`config.mk`:
```
export PLATFORM = sky130hd
export DESIGN_NAME = tdts_front
export DESIGN_NICKNAME = d
export VERILOG_FILES = /design/src/hw/rtl/tdts_pkg.sv /design/src/hw/rtl/tdts_front.sv
export SDC_FILE = /design/constraint.sdc
export NUM_CORES = 1
export LEC_CHECK = 0
export BUFFER_PORTS_ARGS = -buffer_cell sky130_fd_sc_hd__buf_4
export CAP_MARGIN = 30
export CELL_PAD_IN_SITES_DETAIL_PLACEMENT = 2
export CELL_PAD_IN_SITES_GLOBAL_PLACEMENT = 2
export CORE_MARGIN = 2
export CORE_UTILIZATION = 35
export CTS_CLUSTER_DIAMETER = 150
export DETAILED_ROUTE_END_ITERATION = 12
export HOLD_SLACK_MARGIN = 0.08
export PLACE_DENSITY_LB_ADDON = 0.1
export SYNTH_ARGS = -nofsm -noshare
export SYNTH_HDL_FRONTEND = slang
export SYNTH_SLANG_ARGS = --single-unit
```
`constraint.sdc`:
```
create_clock -name clk_i -period 7.6 [get_ports clk_i]
set_input_delay 1.52 -clock clk_i [delete_from_list [all_inputs] [get_ports clk_i]]
set_output_delay 1.52 -clock clk_i [all_outputs]
set_load 0.05 [all_outputs]
```
`src/hw/rtl/tdts_pkg.sv`:
```
// Shared types, widths and codes for the tree dependency task scheduler.
package tdts_pkg;

  localparam int unsigned MAX_NODES = 1024;
  localparam int unsigned NODE_W    = $clog2(MAX_NODES);
  localparam int unsigned SUM_W     = 19;
  localparam int unsigned CNT_W     = 2;
  localparam int unsigned TREE_W    = 2 * NODE_W + 1;
  localparam int unsigned QUEUE_W   = NODE_W + 1;

  localparam logic [1:0] CFG_LEAF_COUNT = 2'd0;
  localparam logic [1:0] CFG_NODE_COUNT = 2'd1;

  typedef enum logic [1:0] {
    OP_LOAD  = 2'd0,
    OP_START = 2'd1,
    OP_GET   = 2'd2,
    OP_DONE  = 2'd3
  } op_e;

  typedef enum logic [1:0] {
    STAT_ACK   = 2'd0,
    STAT_ISSUE = 2'd1,
    STAT_EMPTY = 2'd2,
    STAT_FIN   = 2'd3
  } status_e;

  typedef enum logic [4:0] {
    ST_INIT,
    ST_IDLE,
    ST_CLR,
    ST_DEP_RD,
    ST_DEP_WA,
    ST_DEP_WB,
    ST_PAR_RD,
    ST_PAR_WA,
    ST_PAR_WB,
    ST_LEAF_RD,
    ST_LEAF_WR,
    ST_SCAN,
    ST_SCAN_END,
    ST_GET_OUT,
    ST_DONE_RD,
    ST_DONE_WR,
    ST_RESULT
  } state_e;

  typedef struct packed {
    op_e               op;
    logic [NODE_W-1:0] node;
    logic [NODE_W-1:0] left;
    logic [NODE_W-1:0] right;
    logic              leaf;
  } item_t;

  typedef struct packed {
    logic pop;
    logic init_busy;
  } ctrl_t;

endpackage

```
`src/hw/rtl/tdts_front.sv`:
```
// Front end: accepts input beats, decodes the action and queues them for the back end.
module tdts_front import tdts_pkg::*; (
  input  logic              clk_i,
  input  logic              rst_ni,
  input  logic              in_valid_i,
  output logic              in_ready_o,
  input  logic [1:0]        action_i,
  input  logic [NODE_W-1:0] node_index_i,
  input  logic [NODE_W-1:0] left_child_i,
  input  logic [NODE_W-1:0] right_child_i,
  input  logic              is_leaf_i,
  output logic              head_valid_o,
  output item_t             head_o,
  input  ctrl_t             ctrl_i
);

  item_t      fifo_q [2];
  logic       wptr_q, rptr_q;
  logic [1:0] count_q;
  item_t      item;
  logic       push;

  // decode the action code
  always_comb begin
    item       = '0;
    item.node  = node_index_i;
    item.left  = left_child_i;
    item.right = right_child_i;
    item.leaf  = is_leaf_i;
    unique case (action_i)
      2'd0:    item.op = OP_LOAD;
      2'd1:    item.op = OP_START;
      2'd2:    item.op = OP_GET;
      default: item.op = OP_DONE;
    endcase
  end

  assign in_ready_o   = (count_q != 2'd2) && !ctrl_i.init_busy;
  assign push         = in_valid_i && in_ready_o;
  assign head_valid_o = (count_q != 2'd0);
  assign head_o       = fifo_q[rptr_q];

  // store beats
  always_ff @(posedge clk_i) begin
    if (push) begin
      fifo_q[wptr_q] <= item;
    end
  end

  // advance pointers and fill level
  always_ff @(posedge clk_i or negedge rst_ni) begin
    if (!rst_ni) begin
      wptr_q  <= 1'b0;
      rptr_q  <= 1'b0;
      count_q <= 2'd0;
    end else begin
      if (push) begin
        wptr_q <= ~wptr_q;
      end
      if (ctrl_i.pop) begin
        rptr_q <= ~rptr_q;
      end
      count_q <= count_q + {1'b0, push} - {1'b0, ctrl_i.pop};
    end
  end

endmodule

```
==> flow_summary_export.csv <==
group,metric,value,unit
sta,setup_tns,0,ns
sta,fmax,0.288,GHz
global_routing,grt_usage,12.9,%
setup_path,crit_cells,3,
power,ir_drop,193,uV
clocking,ctsResizeCount,0,
setup_path,cp_data_required_time,6.08,ns
finish,layout.nets,242,
placement,placed_cell_area,3360,sq um
setup_path,r2r_start,"count_q[1]",
sta,skew,0.00838,ns
sta,rsz0062_at_grt,"no",
finish,syn_to_final_growth,29.0,%
sta,holdWs,0.549,ns
setup_path,cpMaxStageDelayCell,"buf_4",
finish,utilization,46.3,%
synth,ys.warnings.count,0,
clocking,tritoncts,"done",
global_routing,grt_first_pass_wirelength,8060,microns
clocking,clockBufferDepth,2,
detailed_routing,via_count,1379,
synth,yosysUniqueCellTypes,17,
setup_path,crit_type,"primary input to output pin",
floorplan,die_width,92.5,microns
setup_path,startpoint_type,"primary input",
finish,final_common_cell,"buf_4",
detailed_routing,drc_errors,0,
global_routing,grt_busiest_layer,"met2",
floorplan,die_h,92.5,microns
global_routing,met3_usage,3.50,%
clocking,h-tree-depth,3,
setup_path,cp-startpoint,"ctrl_i[0]",
detailed_routing,drt_iter0_drc,90,
global_routing,antenna_found_initial,0,
setup_path,cp_num_buf_inv,2,
global_routing,met1_usage,12.9,%
placement,port_buffers,72,
synth,syn-cell-area,2740,sq um
global_routing,use_met2,24.8,%
global_routing,grt_pass1_vias,1652,
synth,synth_nets,163,
synth,synth-seq-area-share,75.9,%
synth,netlist_top_cells_area,"edfxtp_1 (72%), mux2_4 (16%), dfrtp_1 (3.6%), buf_12 (2.2%), mux2_2 (1.6%)",
setup_path,worstPathMaxFanout,2,
global_routing,grt_max_degree,34,
placement,dp_hpwl,3640,microns
setup_path,max_stage_delay,0.20,ns
setup_path,reg2regPathDepth,2,
finish,fillerInstances,706,
synth,ys_seq_elements,70,
detailed_routing,wl,5240,microns
sta,setup_viol,0,
global_routing,grt-ovfl-total,0,
clocking,cts-root-buf,"clkbuf_8",
finish,mostFrequentLayoutCells,"buf_4 (72), edfxtp_1 (66), mux2_4 (29), clkbuf_8 (9), mux2_2 (4)",
power,cellPowerDensity,384,nW/um^2
floorplan,initial_core_util,35.9,%
synth,synth.largest_area_cell,"edfxtp_1",
setup_path,critPathMostFrequentCell,"buf_4",
setup_path,crit_chain,"buf_4 > nor2b_1 > buf_4",
clocking,ctsHoldBuffers,0,
clocking,clk_latency,0.33,ns
power,p_int,0.834,mW
clocking,path_clk_slew,0.06,ns
setup_path,reg2reg_slack,5.94,ns
job,maxCapViolCount,0,
floorplan,core-area,7650,sq um
finish,drive_above_1_share,58.7,%
detailed_routing,wire_per_inst,17.0,microns
power,p_leak,1.39,nW
detailed_routing,final_antenna_net_count,0,
synth,syn_inst,123,
synth,syn_area_per_cell,22.3,sq um
clocking,postCtsSetupBuffers,0,
sta,slew_violations,0,
setup_path,reg2reg_to,"fifo_q[1][7]",
finish,diodes,0,
placement,place.gp.congestion,0.607,
sta,slew_headroom,45.6,%
sta,min_period_over_period,45.6,%
setup_path,crit_end,"in_ready_o",
power,seqPwrFrac,38.1,%
hold_path,hold_class,"flip-flop to flip-flop",
floorplan,ios,73,
detailed_routing,viasPerCell,4.48,
floorplan,die-area,8560,sq um
power,p_clk_share,17.5,%
setup_path,cp-end-kind,"output pin",
clocking,cts.sinks,70,
setup_path,cp.arrival,1.95,ns
floorplan,num_rows,32,
setup_path,cp_top_family,"buffers and inverters",
outcome,status,"finished, final reports clean",
clocking,cts_made_buffers,9,
sta,tightest_slew,0.815,ns
finish,stdcell_area,3540,sq um
power,netSwitchingFraction,38.7,%
power,power_frac_comb,44.4,%
synth,synth_top_area_share,72.2,%
detailed_routing,drtPass1Iterations,4,
power,power_switching,0.526,mW
sta,hold_viol_final,0,
sta,min_period,3.47,ns
cell usage after synthesis:
library cell / number
buf_12: 3
inv_1: 1
xnor2_1: 3
or2_2: 1
ha_1: 2
edfxtp_1: 66
nor2_1: 1
xor2_1: 1
mux2_4: 29
clkbuf_1: 2
nand2_1: 1
mux2_2: 4
and3_1: 1
buf_6: 1
nand2b_1: 1
nor2b_1: 2
dfrtp_1: 4
power by group through the flow:
| stage | clock network [mW] | registers (mW) | logic (mW) |
|---|---|---|---|
| global placement | 0 | 0.556 | 0.552 |
| CTS | 0.248 | 0.521 | 0.608 |
| global route | 0.265 | 0.526 | 0.632 |
| finish | 0.237 | 0.518 | 0.605 |
| detailed placement | 0 | 0.530 | 0.607 |
| floorplan | 0 | 0.505 | 0.495 |
worst min path at each step:
stage | cells past startpoint | slack [ns] | start | endpoint
detailed placement | 1 | 0.54 | count_q[0] | count_q[0]
floorplan | 1 | 0.46 | wptr_q | wptr_q
CTS | 1 | 0.56 | count_q[0] | count_q[0]
global route | 1 | 0.59 | count_q[0] | count_q[0]
global placement | 1 | 0.49 | count_q[0] | count_q[0]
finish | 1 | 0.55 | count_q[0] | count_q[0]
per-stage QoR:
| step | instances | setup slack (ns) | total power, mW |
|---|---|---|---|
| 3_3_place_gp | 291 | 4.15 | 1.11 |
| 5_1_grt | 308 | 4.11 | 1.42 |
| 4_1_cts | 307 | 4.13 | 1.38 |
| 2_1_floorplan | 123 | 3.87 | 1.00 |
| 6_report | 308 | 4.13 | 1.36 |
| 3_5_place_dp | 292 | 4.13 | 1.14 |
worst register-to-register path, stage by stage (launching register included):
cell,delay [ns]
dfrtp_1,0.40
nand2b_1,0.13
and3_2,0.74
layout make-up:
cell class	instances	area, sq um	share of cell area [%]
clock inverter	3	12.5	0.354
inverter	1	3.75	0.106
timing repair buffer	74	588	16.6
multi-input combinational	46	588	16.6
sequential	70	2080	58.9
clock buffer	12	135	3.82
tap	102	128	3.61
routing by layer:
layer	up-vias	wire length, microns
li1	629	-
met1	702	1940
met2	41	3000
met3	7	229
met4	0	76
met5	-	0
sequential cells by signal, indices dropped and copies added (netlist names):
name and cells:
fifo_q 66, count_q 2, rptr_q 1, wptr_q 1
logic make-up after synthesis:
kind of cell,Yosys count,synth area share (%)
buffers and inverters,7,3.01
xor gates and xnor gates,4,1.28
DFF,70,75.9
adders and majority gates,2,0.912
and+or+nand+nor,7,1.41
muxes,33,17.5
No activity file was read; power rests on OpenSTA's default activity.
